**src/design/alb_pkg.sv**
```systemverilog
// ----------------------------------------------------------------------------
// alb_pkg: shared types and constants
// Types, codes and constants used by the LED bit serializer modules.
// ----------------------------------------------------------------------------
package alb_pkg;

    localparam int BITS_PER_PIXEL = 24;
    localparam int CHAN_W         = 8;
    localparam int TICK_W         = 8;
    localparam int BITCNT_W       = 5;
    localparam int CFG_INDEX_W    = 2;
    localparam int CFG_DATA_W     = 8;

    typedef enum logic
    {
        OP_PIXEL = 1'b0,
        OP_TICK  = 1'b1
    } op_t;

    typedef enum logic [CFG_INDEX_W-1:0]
    {
        CFG_SHORT_TICKS = 2'd0,
        CFG_LONG_TICKS  = 2'd1,
        CFG_INVERTED    = 2'd2
    } cfg_index_t;

    typedef struct packed
    {
        logic [TICK_W-1:0] short_ticks;
        logic [TICK_W-1:0] long_ticks;
        logic              inverted;
    } cfg_t;

    typedef struct packed
    {
        logic frame_done;
        logic accepted;
        logic busy;
        logic pin;
    } result_t;

endpackage

```
**src/design/alb_scale.sv**
```systemverilog
// ----------------------------------------------------------------------------
// alb_scale: brightness scaling and channel reorder
// Scales each channel by brightness/255 (truncated) and packs the result
// as green, red, blue with green in the top byte.
// ----------------------------------------------------------------------------
module alb_scale
(
    input  logic [alb_pkg::BITS_PER_PIXEL-1:0] color,
    input  logic [alb_pkg::CHAN_W-1:0]         brightness,
    output logic [alb_pkg::BITS_PER_PIXEL-1:0] grb
);

    logic [2*alb_pkg::CHAN_W-1:0] prod_r;
    logic [2*alb_pkg::CHAN_W-1:0] prod_g;
    logic [2*alb_pkg::CHAN_W-1:0] prod_b;
    logic [alb_pkg::CHAN_W-1:0]   scaled_r;
    logic [alb_pkg::CHAN_W-1:0]   scaled_g;
    logic [alb_pkg::CHAN_W-1:0]   scaled_b;

    // Exact x/255 for any product of two 8-bit values: (x + (x >> 8) + 1) >> 8.
    function automatic logic [alb_pkg::CHAN_W-1:0] div255
    (
        input logic [2*alb_pkg::CHAN_W-1:0] x
    );
        logic [2*alb_pkg::CHAN_W:0] sum;
        sum = {1'b0, x} + {9'd0, x[15:8]} + 17'd1;
        return sum[15:8];
    endfunction

    assign prod_r = color[23:16] * brightness;
    assign prod_g = color[15:8] * brightness;
    assign prod_b = color[7:0] * brightness;

    assign scaled_r = div255(prod_r);
    assign scaled_g = div255(prod_g);
    assign scaled_b = div255(prod_b);

    assign grb = {scaled_g, scaled_r, scaled_b};

endmodule

```
**src/design/alb_core.sv**
```systemverilog
// ----------------------------------------------------------------------------
// alb_core: bit serializer state
// Holds the shift word and segment counters and advances them by one beat
// per step, producing one result for each step.
// ----------------------------------------------------------------------------
module alb_core
(
    input  logic                               clk,
    input  logic                               rst_n,
    input  logic                               step,
    input  alb_pkg::op_t                       op,
    input  logic [alb_pkg::BITS_PER_PIXEL-1:0] grb,
    input  logic                               last_pixel,
    input  alb_pkg::cfg_t                      cfg,
    output alb_pkg::result_t                   result
);

    logic [alb_pkg::BITS_PER_PIXEL-1:0] shift_reg;
    logic [alb_pkg::BITS_PER_PIXEL-1:0] shift_next;
    logic [alb_pkg::BITCNT_W-1:0]       bits_left_reg;
    logic [alb_pkg::BITCNT_W-1:0]       bits_left_next;
    logic                               second_reg;
    logic                               second_next;
    logic [alb_pkg::TICK_W-1:0]         ticks_reg;
    logic [alb_pkg::TICK_W-1:0]         ticks_next;
    logic                               sending_reg;
    logic                               sending_next;
    logic                               ending_reg;
    logic                               ending_next;
    logic [alb_pkg::BITS_PER_PIXEL-1:0] shifted;

    // A programmed length of zero behaves as one tick.
    function automatic logic [alb_pkg::TICK_W-1:0] seg_len
    (
        input logic          use_long,
        input alb_pkg::cfg_t c
    );
        logic [alb_pkg::TICK_W-1:0] v;
        v = use_long ? c.long_ticks : c.short_ticks;
        return (v == '0) ? alb_pkg::TICK_W'(1) : v;
    endfunction

    assign shifted = {shift_reg[alb_pkg::BITS_PER_PIXEL-2:0], 1'b0};

    always_comb
    begin
        shift_next      = shift_reg;
        bits_left_next  = bits_left_reg;
        second_next     = second_reg;
        ticks_next      = ticks_reg;
        sending_next    = sending_reg;
        ending_next     = ending_reg;
        result.pin        = cfg.inverted;
        result.accepted   = 1'b0;
        result.frame_done = 1'b0;

        if (op == alb_pkg::OP_PIXEL)
        begin
            if (!sending_reg)
            begin
                shift_next     = grb;
                bits_left_next = alb_pkg::BITCNT_W'(alb_pkg::BITS_PER_PIXEL);
                second_next    = 1'b0;
                ticks_next     = seg_len(grb[alb_pkg::BITS_PER_PIXEL-1], cfg);
                sending_next   = 1'b1;
                ending_next    = last_pixel;
                result.accepted = 1'b1;
            end
        end
        else if (sending_reg)
        begin
            result.pin = second_reg ? cfg.inverted : ~cfg.inverted;
            if (ticks_reg > alb_pkg::TICK_W'(1))
            begin
                ticks_next = ticks_reg - alb_pkg::TICK_W'(1);
            end
            else if (!second_reg)
            begin
                second_next = 1'b1;
                ticks_next  = seg_len(~shift_reg[alb_pkg::BITS_PER_PIXEL-1], cfg);
            end
            else
            begin
                shift_next = shifted;
                if (bits_left_reg <= alb_pkg::BITCNT_W'(1))
                begin
                    bits_left_next    = '0;
                    sending_next      = 1'b0;
                    second_next       = 1'b0;
                    ticks_next        = '0;
                    result.frame_done = ending_reg;
                    ending_next       = 1'b0;
                end
                else
                begin
                    bits_left_next = bits_left_reg - alb_pkg::BITCNT_W'(1);
                    second_next    = 1'b0;
                    ticks_next     = seg_len(shifted[alb_pkg::BITS_PER_PIXEL-1], cfg);
                end
            end
        end

        result.busy = sending_next;
    end

    always_ff @(posedge clk or negedge rst_n)
    begin
        if (!rst_n)
        begin
            shift_reg     <= '0;
            bits_left_reg <= '0;
            second_reg    <= 1'b0;
            ticks_reg     <= '0;
            sending_reg   <= 1'b0;
            ending_reg    <= 1'b0;
        end
        else if (step)
        begin
            shift_reg     <= shift_next;
            bits_left_reg <= bits_left_next;
            second_reg    <= second_next;
            ticks_reg     <= ticks_next;
            sending_reg   <= sending_next;
            ending_reg    <= ending_next;
        end
    end

endmodule

```
**src/design/addressable_led_bit_serializer.sv**
```systemverilog
// ----------------------------------------------------------------------------
// addressable_led_bit_serializer: GRB one-wire LED bit serializer
// Scales pixels by brightness and sends them bit by bit, one level per tick.
// ----------------------------------------------------------------------------
// Path: a beat is held in the input register, then one step through scaler
// and serializer state writes its result into the output register.
// Throughput: one beat per cycle while the receiver takes results; while a
// result waits, the input register still takes one beat.
// Reset: rst_n clears the valid flags and serializer state; short_ticks 1, long_ticks 3, inverted 1.
module addressable_led_bit_serializer
(
    input  logic                                clk,
    input  logic                                rst_n,
    // Input stream: tdata = color[23:0], brightness[31:24]; tuser = op;
    // tlast = last_pixel.
    input  logic                                s_tvalid,
    output logic                                s_tready,
    input  logic [31:0]                         s_tdata,   // color, brightness
    input  logic                                s_tuser,   // op
    input  logic                                s_tlast,   // last_pixel
    // Result stream: tdata = pin, busy_res, accepted, zero fill; tlast = frame_done.
    output logic                                m_tvalid,
    input  logic                                m_tready,
    output logic [7:0]                          m_tdata,   // pin, busy_res, accepted
    output logic                                m_tlast,   // frame_done
    // Register write channel.
    input  logic                                cfg_valid,
    output logic                                cfg_ready,
    input  logic [alb_pkg::CFG_INDEX_W-1:0]     cfg_index,
    input  logic [alb_pkg::CFG_DATA_W-1:0]      cfg_data
);

    logic                               in_valid_reg;
    alb_pkg::op_t                       op_reg;
    logic [alb_pkg::BITS_PER_PIXEL-1:0] color_reg;
    logic [alb_pkg::CHAN_W-1:0]         bright_reg;
    logic                               last_reg;
    logic                               out_valid_reg;
    alb_pkg::result_t                   out_reg;
    alb_pkg::result_t                   result;
    alb_pkg::cfg_t                      cfg_reg;
    logic [alb_pkg::BITS_PER_PIXEL-1:0] grb;
    logic                               out_free;
    logic                               step;

    assign out_free  = !out_valid_reg || m_tready;
    assign step      = in_valid_reg && out_free;
    assign s_tready  = !in_valid_reg || out_free;
    assign cfg_ready = 1'b1;

    always_ff @(posedge clk or negedge rst_n)
    begin
        if (!rst_n)
        begin
            cfg_reg.short_ticks <= alb_pkg::TICK_W'(1);
            cfg_reg.long_ticks  <= alb_pkg::TICK_W'(3);
            cfg_reg.inverted    <= 1'b1;
        end
        else if (cfg_valid)
        begin
            unique case (cfg_index)
                alb_pkg::CFG_SHORT_TICKS: cfg_reg.short_ticks <= cfg_data;
                alb_pkg::CFG_LONG_TICKS:  cfg_reg.long_ticks  <= cfg_data;
                alb_pkg::CFG_INVERTED:    cfg_reg.inverted    <= cfg_data[0];
                default:                  ;
            endcase
        end
    end

    always_ff @(posedge clk or negedge rst_n)
    begin
        if (!rst_n)
        begin
            in_valid_reg <= 1'b0;
        end
        else if (s_tready)
        begin
            in_valid_reg <= s_tvalid;
        end
    end

    always_ff @(posedge clk)
    begin
        if (s_tvalid && s_tready)
        begin
            op_reg     <= alb_pkg::op_t'(s_tuser);
            color_reg  <= s_tdata[23:0];
            bright_reg <= s_tdata[31:24];
            last_reg   <= s_tlast;
        end
    end

    alb_scale u_scale
    (
        .color      (color_reg),
        .brightness (bright_reg),
        .grb        (grb)
    );

    alb_core u_core
    (
        .clk        (clk),
        .rst_n      (rst_n),
        .step       (step),
        .op         (op_reg),
        .grb        (grb),
        .last_pixel (last_reg),
        .cfg        (cfg_reg),
        .result     (result)
    );

    always_ff @(posedge clk or negedge rst_n)
    begin
        if (!rst_n)
        begin
            out_valid_reg <= 1'b0;
        end
        else if (out_free)
        begin
            out_valid_reg <= step;
        end
    end

    always_ff @(posedge clk)
    begin
        if (step)
        begin
            out_reg <= result;
        end
    end

    assign m_tvalid = out_valid_reg;
    assign m_tdata  = {5'd0, out_reg.accepted, out_reg.busy, out_reg.pin};
    assign m_tlast  = out_reg.frame_done;

endmodule

```
**config.mk**
```make
export PLATFORM = sky130hd
export DESIGN_NAME = addressable_led_bit_serializer
export DESIGN_NICKNAME = d
export VERILOG_FILES = /design/src/design/alb_pkg.sv /design/src/design/alb_scale.sv /design/src/design/alb_core.sv /design/src/design/addressable_led_bit_serializer.sv
export SDC_FILE = /design/constraint.sdc
export NUM_CORES = 1
export LEC_CHECK = 0
export BUFFER_PORTS_ARGS = -buffer_cell sky130_fd_sc_hd__buf_2
export CORE_MARGIN = 5
export CORE_UTILIZATION = 64
export CTS_CLUSTER_SIZE = 24
export DETAILED_ROUTE_END_ITERATION = 6
export PLACE_DENSITY = 0.8
export SKIP_LAST_GASP = 1
export SYNTH_ARGS = -nofsm -noshare
export SYNTH_HDL_FRONTEND = slang
export SYNTH_SLANG_ARGS = --single-unit
export TNS_END_PERCENT = 30
```
**constraint.sdc**
```tcl
create_clock -name clk -period 7.93 [get_ports clk]
set_input_delay 0.793 -clock clk [delete_from_list [all_inputs] [get_ports clk]]
set_output_delay 0.793 -clock clk [all_outputs]
set_load 0.01 [all_outputs]
```
-- Word level (Yosys, flattened, before mapping)
Cells that the tools add are included.
- register bits after elaboration: 97
- output and inout port bits: 12
- word-level logic and storage cells: 105
- $add $sub $neg: 8
- $mul: 3
- $lt $le $gt $ge: 2
- equality and inequality tests: 7
- multiplexer cells: 43
- bitwise logic cells: 5
- reduce and logical (&&, ||, !) cells: 18
- operators with widths (operator ; number):
    $mux W24 ; 5
    $mux W8 ; 12
    $add A16 B1 Y16 const B ; 3
    $add A16 B8 Y16 ; 3
    $mul A8 B8 Y16 ; 3
    $mux W5 ; 6
    $logic_not A8 Y1 ; 3
    $mux W1 ; 20
    $gt A8 B1 Y1 const B ; 1
    $sub A8 B1 Y8 const B ; 1
    $ne A2 B2 Y1 const B ; 3
    $reduce_and A2 Y1 ; 3
    $reduce_and A6 Y1 ; 1
    $le A5 B1 Y1 const B ; 1
    $not A1 Y1 ; 5
    $reduce_and A5 Y1 ; 1
    $reduce_or A5 Y1 ; 1
    $sub A5 B1 Y5 const B ; 1
    $ne A2 B1 Y1 const B ; 2
    $reduce_and A4 Y1 ; 1
    $reduce_and A3 Y1 ; 1
    $eq A2 B1 Y1 const B ; 1
    $eq A2 B2 Y1 const B ; 1
    $logic_and A1 B1 Y1 ; 2
    other kinds (3) ; 5

-- Logic depth before layout (Yosys ltp)
- depth after elaboration: 8
- gate-level depth with buffers: 28
- gate-level depth less buffers: 26

-- By module
A second synthesis with hierarchy kept.
- cells, all modules: 1273
- area, all modules: 12161.7 µm²
- by module, submodules not included (module ; instances ; cells each ; area each (µm²) ; seq. area each (µm²)):
    alb_scale ; 1 ; 903 ; 7722.4 ; 0.0
    alb_core ; 1 ; 279 ; 2497.4 ; 1001.0
    addressable_led_bit_serializer ; 1 ; 91 ; 1941.9 ; 1621.6

-- Least setup slack after synthesis
Ideal clock, no wire load.
- kind: register to register
- from: reg bright_reg[2] (netlist name)
- to: reg u_core.shift_reg[23] (netlist name)
- setup time: 0.077 ns
- data arrival time: 6.284 ns
- slack: 1.569 ns
- stages on the path, launching flop included: 25
- path buffers: 3
- clock period less this slack: 6.361 ns
- cells stage by stage: edfxtp_1 -> clkbuf_1 -> and2_1 -> fa_1 -> fa_1 -> fa_1 -> inv_1 -> fa_1 -> inv_1 -> ha_1 -> a21o_1 -> o41ai_2 -> a211oi_1 -> nor2b_1 -> ha_1 -> a2111oi_0 -> nand2_1 -> o21a_1 -> a311oi_2 -> nor4_4 -> and3_1 -> buf_6 -> buf_6 -> or3_1 -> a21oi_1
- cells in the longest elaborated chain, start to end: 5
- ends and longest elaborated chain (item ; line ; RTL):
    start: declaration ; addressable_led_bit_serializer.sv:36 ; logic [alb_pkg::CHAN_W-1:0] bright_reg;
    start signal: assignment ; addressable_led_bit_serializer.sv:88 ; bright_reg <= s_tdata[31:24];
    $mul A8 B8 Y16 ; alb_scale.sv:31 ; assign prod_g = color[15:8] * brightness;
    $add A16 B8 Y16 ; alb_scale.sv:26 ; sum = {1'b0, x} + {9'd0, x[15:8]} + 17'd1;
    $add A16 B1 Y16 ; alb_scale.sv:26 ;
    $mux W24 ; alb_core.sv:59 ; if (!sending_reg)
    $mux W24 ; alb_core.sv:57 ; if (op == alb_pkg::OP_PIXEL)
    end signal: assignment ; alb_core.sv:119 ; shift_reg <= shift_next;
    end: declaration ; alb_core.sv:18 ; logic [alb_pkg::BITS_PER_PIXEL-1:0] shift_reg;
No other way between the ends. The select of a mux whose other input is x is not followed.
A chain may end at the register's enable or synchronous reset.

-- Worst setup path after layout
- from: reg bright_reg[2] (netlist name)
- to: reg u_core.ticks_reg[2] (netlist name)
- cells in the longest elaborated chain, start to end: 8
- ends and longest elaborated chain (item ; line ; RTL):
    $mul A8 B8 Y16 (*) ; alb_scale.sv:31 ;
    $add A16 B8 Y16 (*) ; alb_scale.sv:26 ;
    $add A16 B1 Y16 (*) ; alb_scale.sv:26 ;
    $mux W8 (*) ; alb_core.sv:39 ; v = use_long ? c.long_ticks : c.short_ticks;
    $logic_not A8 Y1 ; alb_core.sv:40 ; return (v == '0) ? alb_pkg::TICK_W'(1) : v;
    $mux W8 (*) ; alb_core.sv:40 ;
    $mux W8 (*) ; alb_core.sv:59 ;
    $mux W8 (*) ; alb_core.sv:57 ;
    end signal: assignment ; alb_core.sv:122 ; ticks_reg <= ticks_next;
    end: declaration ; alb_core.sv:24 ; logic [alb_pkg::TICK_W-1:0] ticks_reg;
Mark *: on every way between the ends. The rest lies on a longest branch, timed or not. The select of a mux whose other input is x is not followed.

==> impl_metrics.env <==
export IMPL_cts_made_buffers=9
export IMPL_crit_buf_inv=2
export IMPL_leakage_nw=5.95
export IMPL_start_util_pct=64.5
export IMPL_cp_arrival_ns=7.48
export IMPL_track_usage_pct=24.3
export IMPL_insertedDiodeCount=0
export IMPL_timing_final_max_slew_violations=0
export IMPL_hold_class="flip-flop to flip-flop"
export IMPL_worst_setup_path_end_kind="flip-flop"
export IMPL_portBuffers=54
export IMPL_finalSetupViolCount=0
export IMPL_r2r_slack_ns=0.73
export IMPL_cts_tree="built"
export IMPL_first_iter_violations=571
export IMPL_worstPathRequired_ns=8.20
export IMPL_cts_path_max_buffers=2
export IMPL_ant_nets=0
export IMPL_vias=8759
export IMPL_ys_async_sr_fraction_pct=60.8
export IMPL_setup_tns_ns=0
export IMPL_htreeDepth=3
export IMPL_power_density_mw_per_mm2=330
export IMPL_min_period_ns=7.20
export IMPL_endpoint="u_core.ticks_reg[2]"
export IMPL_area_growth_pct=6.03
export IMPL_critPathLaunch="bright_reg[2]"
export IMPL_rr_startpoint="bright_reg[2]"
export IMPL_cts_root_buffer_cell="clkbuf_16"
export IMPL_netlist_instances=1228
export IMPL_synth_edf_count=38
export IMPL_syn_avg_cell_area_um2=9.34
export IMPL_synth_ff_type="dfrtp_1"
export IMPL_synth_seq_cells=97
export IMPL_drive_gt1_share_pct=9.13
export IMPL_cp_slowest_cell="edfxtp_1"
export IMPL_layout_nets=1545
export IMPL_die_h_um=144
export IMPL_ff2ff_path_depth=21
export IMPL_outcome="completed"
export IMPL_wirelength_um=23900
export IMPL_ir_drop_uv=230
export IMPL_antenna_found_initial=0
export IMPL_clock_fmax_mhz=139
export IMPL_grt_max_degree=60
export IMPL_core_mm2=0.0178
export IMPL_ctsHoldBuffers=0
export IMPL_worstSetupPathType="flip-flop to flip-flop"
export IMPL_via_per_inst=5.88
export IMPL_first_pass_iters=5
export IMPL_critPathLaunchType="flip-flop"
export IMPL_fin_skew_ns=0.0101
export IMPL_max_slew_margin_pct=28.5
export IMPL_rr_endpoint="u_core.ticks_reg[2]"
export IMPL_yosysWarnings=0
export IMPL_path_common_cell="fa_1"
export IMPL_drc=0
export IMPL_place_hpwl_um=18200
export IMPL_rows=49
export IMPL_grt_pass1_vias=8721
export IMPL_ioPinCount=61
export IMPL_rsz0062_at_grt="false"
export IMPL_hold_violations=0
export IMPL_ctsResizeCount=0
export IMPL_path_cells="and2_1, fa_1, fa_1, fa_1, inv_1, fa_1, inv_1, ha_1, a21o_1, o41ai_2, a211oi_1, nor2b_1, ha_1, a2111oi_0, nand2_1, o21a_1, a311oi_2, nor4_4, and3_1, or3b_1, a31oi_1"
export IMPL_fp_dieW_um=144
export IMPL_crit_family="adder cells"
export IMPL_finalWeightedCongestion=0.853
export IMPL_worst_pin_slew_ns=1.06
export IMPL_overflow=0
export IMPL_grt_pass1_wl_um=41100
export IMPL_clkTransAtPathRegs_ns=0.07
export IMPL_period_share_pct=90.8
export IMPL_syn_cell_area_mm2=0.0115
export IMPL_cts_sinks=97
export IMPL_hold_ws_ns=0.479
export IMPL_crit_cells=21
export IMPL_cp_max_fo=24
export IMPL_drv_cap=0
export IMPL_clk_insertion_delay_late_ns=0.36
export IMPL_wl_per_cell_um=16.1
export IMPL_synthDistinctLibCells=76
export IMPL_cts_setup_buffers=0
export IMPL_max_stage_delay_ns=0.86
export IMPL_synth_seq_area_share_pct=22.9
export IMPL_die_area_mm2=0.0207
==> worst min-delay path by stage <==
stage	startpoint	to	cells past startpoint
2_1_floorplan	u_core.shift_reg[14]	u_core.shift_reg[14]	2
3_3_place_gp	u_core.shift_reg[3]	u_core.shift_reg[3]	2
3_5_place_dp	u_core.shift_reg[14]	u_core.shift_reg[14]	2
4_1_cts	u_core.shift_reg[14]	u_core.shift_reg[14]	2
5_1_grt	u_core.shift_reg[14]	u_core.shift_reg[14]	2
6_report	u_core.shift_reg[14]	u_core.shift_reg[14]	2
==> cells by family after synthesis <==
group / Yosys count / share of synthesized area (%)
AND/OR/NAND/NOR: 400 / 18.5
adder cells (fa/ha/maj): 242 / 33.5
AO/OA/AOI/OAI: 213 / 12.4
buffers and inverters: 208 / 7.24
flip-flops: 97 / 22.9
XOR/XNOR: 45 / 3.44
multiplexers: 21 / 2.04
other: 2 / 0.0655
==> cell usage in the layout (no fill, tap or decap), drive strengths merged, types with 5 or more instances in the layout <==
cell    synthesis  layout
inv           162     165
o211ai          7       7
o21a            7       7
edfxtp         38      38
and2          124     124
nor3           20      20
and3           17      17
conb            2       6
a21oi          49      49
fa            108     108
ha            133     133
nand3          17      17
o22ai           8       8
nor2           34      34
xnor2          27      27
nor3b           6       6
or3             8       8
nor4            8       8
a31oi          16      16
o21ai          53      53
o31ai           5       5
dfrtp          55      55
xor2           18      18
a211oi         16      16
or3b            8       8
mux2           19      19
a221oi          8       8
nor2b           5       5
nand2         128     128
clkbuf         32      13
nand2b         12      12
buf            14      58
a21o           15      15
==> cell type report <==
cell class / instances / area (um2)
Clock buffer: 13 / 283
Clock inverter: 3 / 26.3
Fill cell: 1413 / 5630
Inverter: 162 / 608
Multi-Input combinational cell: 927 / 8030
Sequential cell: 97 / 2620
Tap cell: 229 / 287
Timing Repair Buffer: 58 / 300
==> worst min-delay path: cells and delay by family (launching register included) <==
kind | cells | cell delay (ns)
flops | 1 | 0.34
simple gates | 2 | 0.11
==> report_power, final <==
| group | leakage [nW] | internal (mW) | switching (mW) | total (mW) |
|---|---|---|---|---|
| registers | 1.09 | 0.644 | 0.128 | 0.772 |
| logic | 4.70 | 1.17 | 1.60 | 2.78 |
| clock network | 0.153 | 0.255 | 0.208 | 0.464 |
| total | 5.95 | 2.07 | 1.94 | 4.01 |
==> per-layer routing <==
layer / wire, um / GRT usage (%) / vias up
met2: 11500 / 40.4 / 264
met3: 1200 / 3.53 / 35
met5: 0 / 0 / -
met4: 410 / 6.00 / 0
li1: - / - / 4190
met1: 10800 / 33.8 / 4270
==> cell usage after synthesis (all sizes together), types with 16 or more instances <==
cell type | n | area [um2]
a211oi | 16 | 130
a21oi | 49 | 260
a31oi | 16 | 100
and2 | 124 | 777
and3 | 17 | 106
clkbuf | 32 | 121
dfrtp | 55 | 1380
edfxtp | 38 | 1140
fa | 108 | 2160
ha | 133 | 1660
inv | 162 | 608
mux2 | 19 | 214
nand2 | 128 | 480
nand3 | 17 | 85.1
nor2 | 34 | 130
nor3 | 20 | 105
o21ai | 53 | 265
xnor2 | 27 | 236
xor2 | 18 | 158
==> stage by stage <==
stage,setup WS [ns],std cells,cell area [um2],power [mW],utilization [%]
detailed placement,0.892,1473,11800,3.52,66.6
finish,0.727,1489,12200,4.01,68.4
global route,0.214,1489,12200,4.44,68.4
global placement,1.09,1473,11800,3.42,66.6
floorplan,1.57,1232,11500,2.94,-
CTS,0.818,1489,12200,4.00,68.4
No activity file was read; power rests on OpenSTA's default activity.
